**config.mk**
```make
export PLATFORM = sky130hd
export DESIGN_NAME = sha256_chunk_hasher_core
export DESIGN_NICKNAME = d
export VERILOG_FILES = /design/src/design/shach_pkg.sv /design/src/design/shach_ctrl.sv /design/src/design/shach_dp.sv /design/src/design/sha256_chunk_hasher_core.sv
export SDC_FILE = /design/constraint.sdc
export NUM_CORES = 2
export LEC_CHECK = 0
export BUFFER_PORTS_ARGS = -buffer_cell sky130_fd_sc_hd__buf_2
export CORE_MARGIN = 2
export CORE_UTILIZATION = 41
export DETAILED_ROUTE_END_ITERATION = 8
export GPL_ROUTABILITY_DRIVEN = 0
export GPL_TIMING_DRIVEN = 1
export PLACE_DENSITY = 0.66
export SLEW_MARGIN = 20
export SYNTH_ARGS = -nofsm -noshare
export SYNTH_HDL_FRONTEND = slang
export SYNTH_SLANG_ARGS = --single-unit
```
**constraint.sdc**
```tcl
create_clock -name i_clk -period 21 [get_ports i_clk]
set_clock_uncertainty 0.05 [all_clocks]
set_input_delay 3.15 -clock i_clk [delete_from_list [all_inputs] [get_ports i_clk]]
set_output_delay 3.15 -clock i_clk [all_outputs]
set_load 0.005 [all_outputs]
```
**src/design/shach_pkg.sv**
```systemverilog
// shach_pkg: shared types, round constants and sha-256 helper functions
// used by the controller, the datapath and the top level; no dependencies
`default_nettype none

package shach_pkg;

    localparam int unsigned BlockWords = 16;
    localparam int unsigned HashWords  = 8;
    localparam int unsigned Rounds     = 64;

    // controller states, one-hot
    typedef enum logic [4:0] {
        S_IDLE  = 5'b00001,
        S_LOAD  = 5'b00010,
        S_ROUND = 5'b00100,
        S_FINAL = 5'b01000,
        S_EMIT  = 5'b10000
    } t_state;

    // commands from controller to datapath
    typedef struct packed {
        logic       byte_wr;
        logic [5:0] byte_pos;
        logic       load;
        logic [4:0] nwords;
        logic       round;
        logic [5:0] round_idx;
        logic       final_add;
        logic       emit_shift;
        logic [2:0] word_idx;
    } t_cmd;

    function automatic logic [31:0] f_init_hash(input logic [2:0] idx);
        logic [31:0] v;
        case (idx)
            3'd0:    v = 32'h6a09e667;
            3'd1:    v = 32'hbb67ae85;
            3'd2:    v = 32'h3c6ef372;
            3'd3:    v = 32'ha54ff53a;
            3'd4:    v = 32'h510e527f;
            3'd5:    v = 32'h9b05688c;
            3'd6:    v = 32'h1f83d9ab;
            3'd7:    v = 32'h5be0cd19;
            default: v = 32'h6a09e667;
        endcase
        return v;
    endfunction

    function automatic logic [31:0] f_round_k(input logic [5:0] idx);
        logic [31:0] v;
        case (idx)
            6'd0:  v = 32'h428a2f98;  6'd1:  v = 32'h71374491;
            6'd2:  v = 32'hb5c0fbcf;  6'd3:  v = 32'he9b5dba5;
            6'd4:  v = 32'h3956c25b;  6'd5:  v = 32'h59f111f1;
            6'd6:  v = 32'h923f82a4;  6'd7:  v = 32'hab1c5ed5;
            6'd8:  v = 32'hd807aa98;  6'd9:  v = 32'h12835b01;
            6'd10: v = 32'h243185be;  6'd11: v = 32'h550c7dc3;
            6'd12: v = 32'h72be5d74;  6'd13: v = 32'h80deb1fe;
            6'd14: v = 32'h9bdc06a7;  6'd15: v = 32'hc19bf174;
            6'd16: v = 32'he49b69c1;  6'd17: v = 32'hefbe4786;
            6'd18: v = 32'h0fc19dc6;  6'd19: v = 32'h240ca1cc;
            6'd20: v = 32'h2de92c6f;  6'd21: v = 32'h4a7484aa;
            6'd22: v = 32'h5cb0a9dc;  6'd23: v = 32'h76f988da;
            6'd24: v = 32'h983e5152;  6'd25: v = 32'ha831c66d;
            6'd26: v = 32'hb00327c8;  6'd27: v = 32'hbf597fc7;
            6'd28: v = 32'hc6e00bf3;  6'd29: v = 32'hd5a79147;
            6'd30: v = 32'h06ca6351;  6'd31: v = 32'h14292967;
            6'd32: v = 32'h27b70a85;  6'd33: v = 32'h2e1b2138;
            6'd34: v = 32'h4d2c6dfc;  6'd35: v = 32'h53380d13;
            6'd36: v = 32'h650a7354;  6'd37: v = 32'h766a0abb;
            6'd38: v = 32'h81c2c92e;  6'd39: v = 32'h92722c85;
            6'd40: v = 32'ha2bfe8a1;  6'd41: v = 32'ha81a664b;
            6'd42: v = 32'hc24b8b70;  6'd43: v = 32'hc76c51a3;
            6'd44: v = 32'hd192e819;  6'd45: v = 32'hd6990624;
            6'd46: v = 32'hf40e3585;  6'd47: v = 32'h106aa070;
            6'd48: v = 32'h19a4c116;  6'd49: v = 32'h1e376c08;
            6'd50: v = 32'h2748774c;  6'd51: v = 32'h34b0bcb5;
            6'd52: v = 32'h391c0cb3;  6'd53: v = 32'h4ed8aa4a;
            6'd54: v = 32'h5b9cca4f;  6'd55: v = 32'h682e6ff3;
            6'd56: v = 32'h748f82ee;  6'd57: v = 32'h78a5636f;
            6'd58: v = 32'h84c87814;  6'd59: v = 32'h8cc70208;
            6'd60: v = 32'h90befffa;  6'd61: v = 32'ha4506ceb;
            6'd62: v = 32'hbef9a3f7;  6'd63: v = 32'hc67178f2;
            default: v = 32'h428a2f98;
        endcase
        return v;
    endfunction

    function automatic logic [31:0] f_big_sigma0(input logic [31:0] x);
        return {x[1:0], x[31:2]} ^ {x[12:0], x[31:13]} ^ {x[21:0], x[31:22]};
    endfunction

    function automatic logic [31:0] f_big_sigma1(input logic [31:0] x);
        return {x[5:0], x[31:6]} ^ {x[10:0], x[31:11]} ^ {x[24:0], x[31:25]};
    endfunction

    function automatic logic [31:0] f_small_sigma0(input logic [31:0] x);
        return {x[6:0], x[31:7]} ^ {x[17:0], x[31:18]} ^ {3'b000, x[31:3]};
    endfunction

    function automatic logic [31:0] f_small_sigma1(input logic [31:0] x);
        return {x[16:0], x[31:17]} ^ {x[18:0], x[31:19]} ^ {10'd0, x[31:10]};
    endfunction

endpackage

`default_nettype wire

```
**src/design/shach_ctrl.sv**
```systemverilog
// shach_ctrl: state machine for byte intake, round sequencing and digest output
// depends on shach_pkg
`default_nettype none

module shach_ctrl
    import shach_pkg::*;
(
    input  wire         i_clk,
    input  wire         i_rst_n,
    input  wire         i_in_valid,
    input  wire         i_in_present,
    input  wire         i_in_last,
    output logic        o_in_ready,
    output logic        o_out_valid,
    input  wire         i_out_ready,
    output logic [2:0]  o_word_num,
    output logic        o_word_last,
    output t_cmd        o_cmd
);

    t_state      r_state, n_state;
    logic [5:0]  r_pos, n_pos;
    logic [4:0]  r_nwords, n_nwords;
    logic        r_end_pend, n_end_pend;
    logic [5:0]  r_round, n_round;
    logic [2:0]  r_word, n_word;
    logic [6:0]  w_pos_sum;
    logic [6:0]  w_pos_round;

    assign w_pos_sum   = {1'b0, r_pos} + {6'd0, i_in_present};
    assign w_pos_round = w_pos_sum + 7'd3;

    always_comb begin
        n_state    = r_state;
        n_pos      = r_pos;
        n_nwords   = r_nwords;
        n_end_pend = r_end_pend;
        n_round    = r_round;
        n_word     = r_word;
        case (r_state)
            S_IDLE: begin
                if (i_in_valid) begin
                    if (w_pos_sum[6]) begin
                        // block full
                        n_pos      = '0;
                        n_nwords   = 5'(BlockWords);
                        n_end_pend = i_in_last;
                        n_state    = S_LOAD;
                    end else if (i_in_last) begin
                        n_pos = '0;
                        n_word = '0;
                        if (w_pos_sum != 7'd0) begin
                            n_nwords   = w_pos_round[6:2];
                            n_end_pend = 1'b1;
                            n_state    = S_LOAD;
                        end else begin
                            n_state = S_EMIT;
                        end
                    end else begin
                        n_pos = w_pos_sum[5:0];
                    end
                end
            end
            S_LOAD: begin
                n_round = '0;
                n_state = S_ROUND;
            end
            S_ROUND: begin
                n_round = r_round + 6'd1;
                if (r_round == 6'(Rounds - 1)) begin
                    n_state = S_FINAL;
                end
            end
            S_FINAL: begin
                n_word = '0;
                n_state = r_end_pend ? S_EMIT : S_IDLE;
            end
            S_EMIT: begin
                if (i_out_ready) begin
                    n_word = r_word + 3'd1;
                    if (r_word == 3'(HashWords - 1)) begin
                        n_state = S_IDLE;
                    end
                end
            end
            default: begin
                n_state = S_IDLE;
            end
        endcase
    end

    always_ff @(posedge i_clk) begin
        if (!i_rst_n) begin
            r_state    <= S_IDLE;
            r_pos      <= '0;
            r_nwords   <= '0;
            r_end_pend <= 1'b0;
            r_round    <= '0;
            r_word     <= '0;
        end else begin
            r_state    <= n_state;
            r_pos      <= n_pos;
            r_nwords   <= n_nwords;
            r_end_pend <= n_end_pend;
            r_round    <= n_round;
            r_word     <= n_word;
        end
    end

    assign o_in_ready  = (r_state == S_IDLE);
    assign o_out_valid = (r_state == S_EMIT);
    assign o_word_num  = r_word;
    assign o_word_last = (r_word == 3'(HashWords - 1));

    always_comb begin
        o_cmd            = '0;
        o_cmd.byte_wr    = (r_state == S_IDLE) && i_in_valid && i_in_present;
        o_cmd.byte_pos   = r_pos;
        o_cmd.load       = (r_state == S_LOAD);
        o_cmd.nwords     = r_nwords;
        o_cmd.round      = (r_state == S_ROUND);
        o_cmd.round_idx  = r_round;
        o_cmd.final_add  = (r_state == S_FINAL);
        o_cmd.emit_shift = (r_state == S_EMIT) && i_out_ready;
        o_cmd.word_idx   = r_word;
    end

endmodule

`default_nettype wire

```
**src/design/shach_dp.sv**
```systemverilog
// shach_dp: block buffer, message schedule window, round logic and hash state
// depends on shach_pkg
`default_nettype none

module shach_dp
    import shach_pkg::*;
(
    input  wire         i_clk,
    input  wire         i_rst_n,
    input  t_cmd        i_cmd,
    input  wire  [7:0]  i_byte,
    output logic [31:0] o_digest
);

    logic [31:0] r_block [BlockWords];
    logic [31:0] r_win   [BlockWords];
    logic [31:0] r_work  [HashWords];
    logic [31:0] r_hash  [HashWords];

    logic [31:0] w_sched;
    logic [31:0] w_t1;
    logic [31:0] w_t2;
    logic [31:0] w_ch;
    logic [31:0] w_maj;

    // next schedule word from the rolling window
    assign w_sched = f_small_sigma1(r_win[14]) + r_win[9]
                   + f_small_sigma0(r_win[1]) + r_win[0];

    assign w_ch  = (r_work[4] & r_work[5]) ^ (~r_work[4] & r_work[6]);
    assign w_maj = (r_work[0] & r_work[1]) ^ (r_work[0] & r_work[2])
                 ^ (r_work[1] & r_work[2]);
    assign w_t1  = r_work[7] + f_big_sigma1(r_work[4]) + w_ch
                 + f_round_k(i_cmd.round_idx) + r_win[0];
    assign w_t2  = f_big_sigma0(r_work[0]) + w_maj;

    // byte packing, big-endian; first byte of a word clears the rest
    always_ff @(posedge i_clk) begin
        if (i_cmd.byte_wr) begin
            case (i_cmd.byte_pos[1:0])
                2'd0:    r_block[i_cmd.byte_pos[5:2]]        <= {i_byte, 24'd0};
                2'd1:    r_block[i_cmd.byte_pos[5:2]][23:16] <= i_byte;
                2'd2:    r_block[i_cmd.byte_pos[5:2]][15:8]  <= i_byte;
                2'd3:    r_block[i_cmd.byte_pos[5:2]][7:0]   <= i_byte;
                default: r_block[i_cmd.byte_pos[5:2]][7:0]   <= i_byte;
            endcase
        end
    end

    // schedule window: loaded with zero fill, then shifts once per round
    always_ff @(posedge i_clk) begin
        if (i_cmd.load) begin
            for (int i = 0; i < BlockWords; i++) begin
                r_win[i] <= (5'(i) < i_cmd.nwords) ? r_block[i] : 32'd0;
            end
        end else if (i_cmd.round) begin
            for (int i = 0; i < BlockWords - 1; i++) begin
                r_win[i] <= r_win[i + 1];
            end
            r_win[BlockWords - 1] <= w_sched;
        end
    end

    // working variables a..h
    always_ff @(posedge i_clk) begin
        if (i_cmd.load) begin
            for (int i = 0; i < HashWords; i++) begin
                r_work[i] <= r_hash[i];
            end
        end else if (i_cmd.round) begin
            r_work[7] <= r_work[6];
            r_work[6] <= r_work[5];
            r_work[5] <= r_work[4];
            r_work[4] <= r_work[3] + w_t1;
            r_work[3] <= r_work[2];
            r_work[2] <= r_work[1];
            r_work[1] <= r_work[0];
            r_work[0] <= w_t1 + w_t2;
        end
    end

    // running hash; output shifts out word 0 and refills with initial values
    always_ff @(posedge i_clk) begin
        if (!i_rst_n) begin
            for (int i = 0; i < HashWords; i++) begin
                r_hash[i] <= f_init_hash(3'(i));
            end
        end else if (i_cmd.final_add) begin
            for (int i = 0; i < HashWords; i++) begin
                r_hash[i] <= r_hash[i] + r_work[i];
            end
        end else if (i_cmd.emit_shift) begin
            for (int i = 0; i < HashWords - 1; i++) begin
                r_hash[i] <= r_hash[i + 1];
            end
            r_hash[HashWords - 1] <= f_init_hash(i_cmd.word_idx);
        end
    end

    assign o_digest = r_hash[0];

endmodule

`default_nettype wire

```
**src/design/sha256_chunk_hasher_core.sv**
```systemverilog
// sha-256 chunk hasher: one byte item per cycle while idle, a 64-round compression
// per 64-byte block (a load, 64 rounds and a hash add, one shared round unit);
// digest is 8 output items after the chunk end, one per cycle when the sink is ready,
// starting directly after the chunk end (empty block) or after the load, rounds and
// hash add of the last block. synchronous active-low reset returns to idle with the
// standard initial hash; depends on shach_pkg, shach_ctrl and shach_dp
`default_nettype none

module sha256_chunk_hasher_core
    import shach_pkg::*;
(
    input  wire         i_clk,
    input  wire         i_rst_n,
    // input stream
    input  wire         s_axis_tvalid,
    output logic        s_axis_tready,
    input  wire  [7:0]  s_axis_tdata,   // [7:0] data_byte
    input  wire         s_axis_tuser,   // [0] byte_present
    input  wire         s_axis_tlast,   // chunk_end
    // digest stream
    output logic        m_axis_tvalid,
    input  wire         m_axis_tready,
    output logic [31:0] m_axis_tdata,   // [31:0] digest_word
    output logic [2:0]  m_axis_tuser,   // [2:0] word_number
    output logic        m_axis_tlast    // last_word
);

    t_cmd w_cmd;

    // controller: byte count, round counter, output word counter
    shach_ctrl u_ctrl (
        .i_clk        (i_clk),
        .i_rst_n      (i_rst_n),
        .i_in_valid   (s_axis_tvalid),
        .i_in_present (s_axis_tuser),
        .i_in_last    (s_axis_tlast),
        .o_in_ready   (s_axis_tready),
        .o_out_valid  (m_axis_tvalid),
        .i_out_ready  (m_axis_tready),
        .o_word_num   (m_axis_tuser),
        .o_word_last  (m_axis_tlast),
        .o_cmd        (w_cmd)
    );

    // datapath: block buffer, schedule, round unit, hash registers
    shach_dp u_dp (
        .i_clk    (i_clk),
        .i_rst_n  (i_rst_n),
        .i_cmd    (w_cmd),
        .i_byte   (s_axis_tdata),
        .o_digest (m_axis_tdata)
    );

`ifndef ASSERT_OFF
    // intake and digest output never overlap
    a_no_overlap: assert property (@(posedge i_clk) disable iff (!i_rst_n)
        !(m_axis_tvalid && s_axis_tready))
        else $error("input ready while digest output active");

    // after the final digest word is taken the block is ready for a new chunk
    a_back_to_idle: assert property (@(posedge i_clk) disable iff (!i_rst_n)
        (m_axis_tvalid && m_axis_tready && m_axis_tlast) |=> s_axis_tready)
        else $error("not idle after last digest word");

    // digest words leave in order without gaps
    a_word_order: assert property (@(posedge i_clk) disable iff (!i_rst_n)
        (m_axis_tvalid && m_axis_tready && !m_axis_tlast) |=>
        (m_axis_tvalid && (m_axis_tuser == $past(m_axis_tuser) + 3'd1)))
        else $error("digest word sequence broken");
`endif

endmodule

`default_nettype wire

```
-- Word level (Yosys, flattened, before mapping)
Memories as Yosys holds them, arrays and structs flattened. A register that Yosys moved wholly into a read port is not among the register bits.
Cells that the tools add are included.
- register bits after elaboration: 26
- memory bits (writable): 1536
- ROM bits: 2296
- output and inout port bits: 38
- word-level logic and storage cells: 262
- memories: 6
- memories (memory ; words ; bits a word ; rd ports ; clocked after memory_dff ; write ports ; line ; source):
    (name not given) ; 64 ; 32 ; 1 ; 1 ; 0 ; shach_pkg.sv:51 ; case (idx)
    u_dp.r_block ; 16 ; 32 ; 16 ; 0 ; 1 ; shach_dp.sv:15 ; logic [31:0] r_block [BlockWords];
    u_dp.r_win ; 16 ; 32 ; 16 ; 0 ; 16 ; shach_dp.sv:16 ; logic [31:0] r_win [BlockWords];
    u_dp.r_hash ; 8 ; 32 ; 8 ; 0 ; 8 ; shach_dp.sv:18 ; logic [31:0] r_hash [HashWords];
    u_dp.r_work ; 8 ; 32 ; 8 ; 0 ; 8 ; shach_dp.sv:17 ; logic [31:0] r_work [HashWords];
    (name not given) ; 8 ; 31 ; 1 ; 1 ; 0 ; shach_pkg.sv:35 ; case (idx)
- $add $sub $neg: 22
- order comparisons: 16
- eq/ne operators: 17
- mux-type cells: 122
- bitwise gates (word level): 60
- reduce and logical (&&, ||, !) cells: 13
- operator list (cell ; count):
    2-to-1 mux 32 bit ; 67
    adder 32 bit ; 18
    bitwise XOR 32 bit ; 9
    AND 32 bit ; 5
    2-to-1 mux 5 bit ; 11
    OR 1 bit ; 43
    less-than comparator 4 x 5 -> 1 bit, first input constant ; 8
    inverter 32 bit ; 1
    bitwise XOR 32 x 22 -> 32 bit ; 1
    bitwise XOR 32 x 29 -> 32 bit ; 1
    2-to-1 mux 1 bit ; 28
    case mux 5 bit (5 select lines) ; 1
    2-to-1 mux 6 bit ; 4
    2-to-1 mux 8 bit ; 3
    less-than comparator 3 x 5 -> 1 bit, first input constant ; 4
    2-to-1 mux 3 bit ; 6
    case mux 6 bit (2 select lines) ; 1
    less-than comparator 1 x 5 -> 1 bit, first input constant ; 2
    less-than comparator 2 x 5 -> 1 bit, first input constant ; 2
    AND reduction 5 bit ; 2
    case mux 3 bit (3 select lines) ; 1
    adder 6 x 1 -> 7 bit ; 1
    adder 7 x 2 -> 7 bit, second input constant ; 1
    nonzero test 7 bit ; 1
    other kinds (20) ; 29

-- Logic depth before layout (Yosys ltp)
An unclocked memory read counts as a cell.
- depth after elaboration: 9
- gate-level depth with buffers: 33
- depth with buffers taken out: 32

-- Cells and area by module
Synthesis repeated with hierarchy kept, for this count alone.
- cell total of the unflattened synthesis: 7758
- area total of the unflattened synthesis: 87268.7 um2
- by module, submodules not included (module ; times used ; cells an instance ; area each (um2) ; seq. area each (um2)):
    shach_dp ; 1 ; 7563 ; 85645.9 ; 46114.2
    shach_ctrl ; 1 ; 195 ; 1622.8 ; 520.5

-- Worst setup path after synthesis
Ideal clock, no wire load.
- path type: reg-to-reg
- start: register u_ctrl.r_state[2]
- end: memory u_dp.r_win[0][0], enable pin
- library setup time: 1.109 ns
- arrival: 15.967 ns
- required time: 19.841 ns
- path slack: 3.875 ns
- stages on the path, launching flop included: 5
- cells stage by stage: dfxtp_1 or3_1 nor3b_4 nor2_1 inv_1
- RTL lines (element ; line ; source):
    from (decl) ; shach_ctrl.sv:21 ; t_state r_state, n_state;
    from (signal assigned) ; shach_ctrl.sv:101 ; r_state <= n_state;
    to (decl) ; shach_dp.sv:16 ;

==> impl_metrics.tcl <==
set metrics [dict create \
    cts.htree.levels 4 \
    irDropWorstVdd_mv 0.0825 \
    post_synth_instance_area_um2 89100 \
    critical_path_required_ns 21.49 \
    netlist-cell-type-count 105 \
    postLayoutCoreUtil_pct 45.1 \
    top_cells_by_area_in_the_synthesized_netlist "sky130_fd_sc_hd__edfxtp_1 52%, sky130_fd_sc_hd__ha_1 5.6%, sky130_fd_sc_hd__nand2_1 5.1%" \
    final.fill_count 19705 \
    worst_slew_margin_rel_pct 17.0 \
    synth_async_sr_flop_share_pct 0 \
    reg2reg_from "u_dp.r_win[0][1]$_DFFE_PP_" \
    post-route-drc-count 0 \
    synth_top_family_by_area "compound AO/OA/AOI/OAI gates" \
    yosys_most_used_dff "sky130_fd_sc_hd__edfxtp_1" \
    post-route-cell-area_um2 97500 \
    ys_top_cells_by_count "1535 x sky130_fd_sc_hd__edfxtp_1, 1207 x sky130_fd_sc_hd__nand2_1, 470 x sky130_fd_sc_hd__a21oi_1" \
    post_synth_fa_ha_maj_area_fraction_pct 10.3 \
    timing.final.crit_share_pct 38.2 \
    slowest_library_cell_on_the_worst_path "sky130_fd_sc_hd__fa_1" \
    finalCriticalPeriod_ns 8.02 \
    worst_path_max_fanout 4 \
    critPathMaxStageDelay_ns 0.50 \
    chipWidth_um 470 \
    net-switching-power_mw 2.01 \
    via_count 63553 \
    synthSimpleGateAreaFrac_pct 10.6 \
    detailedPlace.worstSlack_ns 13.25 \
    cts_hold_buffers 0 \
    grt_max_degree 216 \
    synth_compound_gate_area_share_pct 15.6 \
    report.final.hold_viol_count 0 \
    data_arrival_time_of_the_critical_path_ns 8.51 \
    die-area_um2 221000 \
    synth_most_common_cell "sky130_fd_sc_hd__edfxtp_1" \
    status "completed" \
    setup_violations 0 \
    postPlaceCellArea_um2 91800 \
    max_slew.worst_pin.slew_ns 1.25 \
    synth_edf_count 1535 \
    synth.largest_area_cell "sky130_fd_sc_hd__edfxtp_1" \
    rows 171 \
    ant_nets 0 \
    timing_worst_setup_path_type "register to register" \
    post_synth_inst_count 7908 \
    finalWirelength_mm 263 \
    critPathCaptureType "register" \
    die_y_um 470 \
    detailedPlacementHpwl_mm 180 \
    synthesis.nets 8518 \
    share_seq_of_total_power_pct 46.5 \
    share_of_synthesized_area_occupied_by_flip_flops_and_latches_pct 53.7 \
    pwr_density_cell_nw_per_um2 79.7 \
    startpoint_type "register" \
    start_util_pct 41.2 \
    synthDominantCellAreaShare_pct 51.7 \
    port_buffers 51 \
    layout_cells_sized_above_1_pct 5.98 \
    final_max_slew_viol_count 0 \
    ys_ff_latch 1624 \
    root_buffer "sky130_fd_sc_hd__clkbuf_16" \
    clkSlewWorstSetupHoldPaths_ns 0.06 \
    sw_frac_of_total_pct 25.8 \
    wire_per_inst_um 24.5 \
    grt_usage_pct 23.2 \
    cts_made_buffers 172 \
    synth_xor_xnor_area_share_pct 5.73 \
    core_um2 217000 \
    combinational_power_share_pct 13.3 \
    tritoncts "yes" \
    cts_setup_buffers 0 \
    syn2layout_area_growth_pct 9.47 \
    static_leakage_nw 35.9 \
    achievable-frequency_mhz 125 \
    hold_path.class "register to register" \
    grt_setup_unrepaired "false" \
    first_global_vias 61417 \
    average_cell_area_after_synthesis_um2 11.3 \
    first_element_of_the_critical_path "u_dp.r_win[0][1]$_DFFE_PP_" \
    floorplan.io_pins 52 \
    ctsResizeCount 0 \
    wire_length_of_the_first_global_routing_pass_mm 392 \
    max-clock-path-buffers 3 \
    fin_nets 8362 \
    clock_share_of_power_pct 40.2 \
    via_per_inst 5.91 \
    cell_internal_pwr_mw 5.76 \
    insertion_delay_ns 0.84 \
    clock-sinks 1624 \
    drt_first_iter_violations 8192 \
    total_power_mw 7.77 \
    number_of_antenna_violations_at_the_first_check_in_global_routing 4 \
    gr-total-overflow 0 \
    synth_warnings 0 \
    yosys-mux-area-fraction_pct 0.527 \
    setup_slack_ns 12.98 \
    cap_viol_max_count 0 \
    drt_first_pass_iters 7 \
    setup-tns-final_ns 0 \
    worstHoldStart "u_dp.r_win[0][148]$_DFFE_PP_" \
]
## power by group through the flow
stage               combinational (mW)  sequential [mW]  clock [mW]
floorplan                        0.745             3.68           0
global route                      1.13             3.62        3.28
global placement                 0.984             3.68           0
detailed placement                1.01             3.68           0
CTS                               1.02             3.61        3.16
finish                            1.03             3.61        3.13
## registers in the layout, indices dropped and copies added (netlist names), 3 cells and up, named ones only
| signal | flops |
|---|---|
| u_ctrl.r_pos | 6 |
| u_ctrl.o_word_num | 3 |
| u_ctrl.r_state | 5 |
| u_dp.r_work | 256 |
| u_dp.r_hash | 256 |
| u_ctrl.r_round | 6 |
| u_dp.r_block | 512 |
| u_ctrl.r_nwords | 5 |
| u_dp.r_win | 512 |
## logic make-up (layout without fill, tap and decap cells)
logic type,after synthesis,in the layout
fa+ha+maj,618,618
flops,1624,1624
xor+xnor,581,581
other cells,0,2
buf+inv,802,787
simple gates,2200,2200
compound gates,2038,2038
mux,45,45
## per-stage QoR
step | hold WS (ns) | cells
after floorplan | 0.417 | 7908
after global placement | 0.436 | 10432
after detailed placement | 0.442 | 10432
after CTS | 0.443 | 10747
after global routing | 0.455 | 10748
final | 0.443 | 10749
## final timing paths
check | endpoint | slack (ns) | cells past startpoint
setup / recovery | u_dp.r_work[0][28]$_DFFE_PP_ | 12.98 | 30
hold / removal | u_dp.r_win[0][116]$_DFFE_PP_ | 0.44 | 2
setup reg to reg | u_dp.r_work[0][28]$_DFFE_PP_ | 12.98 | 30
hold reg to reg | u_dp.r_win[0][116]$_DFFE_PP_ | 0.44 | 2
## per-layer routing
metal,vias to the layer above,share of wire [%],global-route usage [%]
met1,31228,40,31.3
met5,-,0.0042,0
met2,3250,46,36.7
li1,28432,-,-
met4,2,4.7,9.81
met3,641,8.9,4.04
## placed cells by master (no fill, tap or decap), types with 26 or more instances in the layout
| master | instances |
|---|---|
| sky130_fd_sc_hd__a22o_1 | 400 |
| sky130_fd_sc_hd__fa_1 | 195 |
| sky130_fd_sc_hd__clkbuf_1 | 38 |
| sky130_fd_sc_hd__a31oi_1 | 47 |
| sky130_fd_sc_hd__o211ai_1 | 36 |
| sky130_fd_sc_hd__dfxtp_1 | 89 |
| sky130_fd_sc_hd__nand2_1 | 1205 |
| sky130_fd_sc_hd__edfxtp_1 | 1535 |
| sky130_fd_sc_hd__ha_1 | 401 |
| sky130_fd_sc_hd__xnor2_1 | 378 |
| sky130_fd_sc_hd__nand2b_1 | 65 |
| sky130_fd_sc_hd__o21ai_0 | 454 |
| sky130_fd_sc_hd__a221o_1 | 38 |
| sky130_fd_sc_hd__buf_4 | 65 |
| sky130_fd_sc_hd__mux2i_1 | 32 |
| sky130_fd_sc_hd__a211oi_1 | 35 |
| sky130_fd_sc_hd__o21ai_1 | 31 |
| sky130_fd_sc_hd__inv_1 | 345 |
| sky130_fd_sc_hd__buf_2 | 51 |
| sky130_fd_sc_hd__clkinv_1 | 35 |
| sky130_fd_sc_hd__a21o_1 | 187 |
| sky130_fd_sc_hd__o21a_1 | 46 |
| sky130_fd_sc_hd__nor3_1 | 60 |
| sky130_fd_sc_hd__clkbuf_16 | 176 |
| sky130_fd_sc_hd__nand3_1 | 209 |
| sky130_fd_sc_hd__o21bai_1 | 50 |
| sky130_fd_sc_hd__a21oi_1 | 464 |
| sky130_fd_sc_hd__nand4_1 | 26 |
| sky130_fd_sc_hd__and3_1 | 60 |
| sky130_fd_sc_hd__nor2_1 | 404 |
| sky130_fd_sc_hd__nor2b_1 | 40 |
| sky130_fd_sc_hd__xor2_1 | 202 |
## critical path: cells and delay by family (launching register included)
kind	cells	cell delay, ns
AND/OR/NAND/NOR	5	1.21
XOR/XNOR	2	0.36
adder cells (fa/ha/maj)	7	2.65
flip-flops	1	0.43
AO/OA/AOI/OAI	11	2.49
buffers and inverters	5	0.49
## final cells by class
class / instances / area [um^2] / area share, %
Sequential cell: 1624 / 47900 / 49.1
Multi-Input combinational cell: 5482 / 38200 / 39.2
Clock buffer: 216 / 4570 / 4.69
Tap cell: 2854 / 3570 / 3.66
Inverter: 353 / 1330 / 1.37
Clock inverter: 99 / 1170 / 1.20
Timing Repair Buffer: 119 / 803 / 0.823
Antenna cell: 2 / 5.00 / 0.00513
Note: power is estimated with default switching activity, not from simulation.
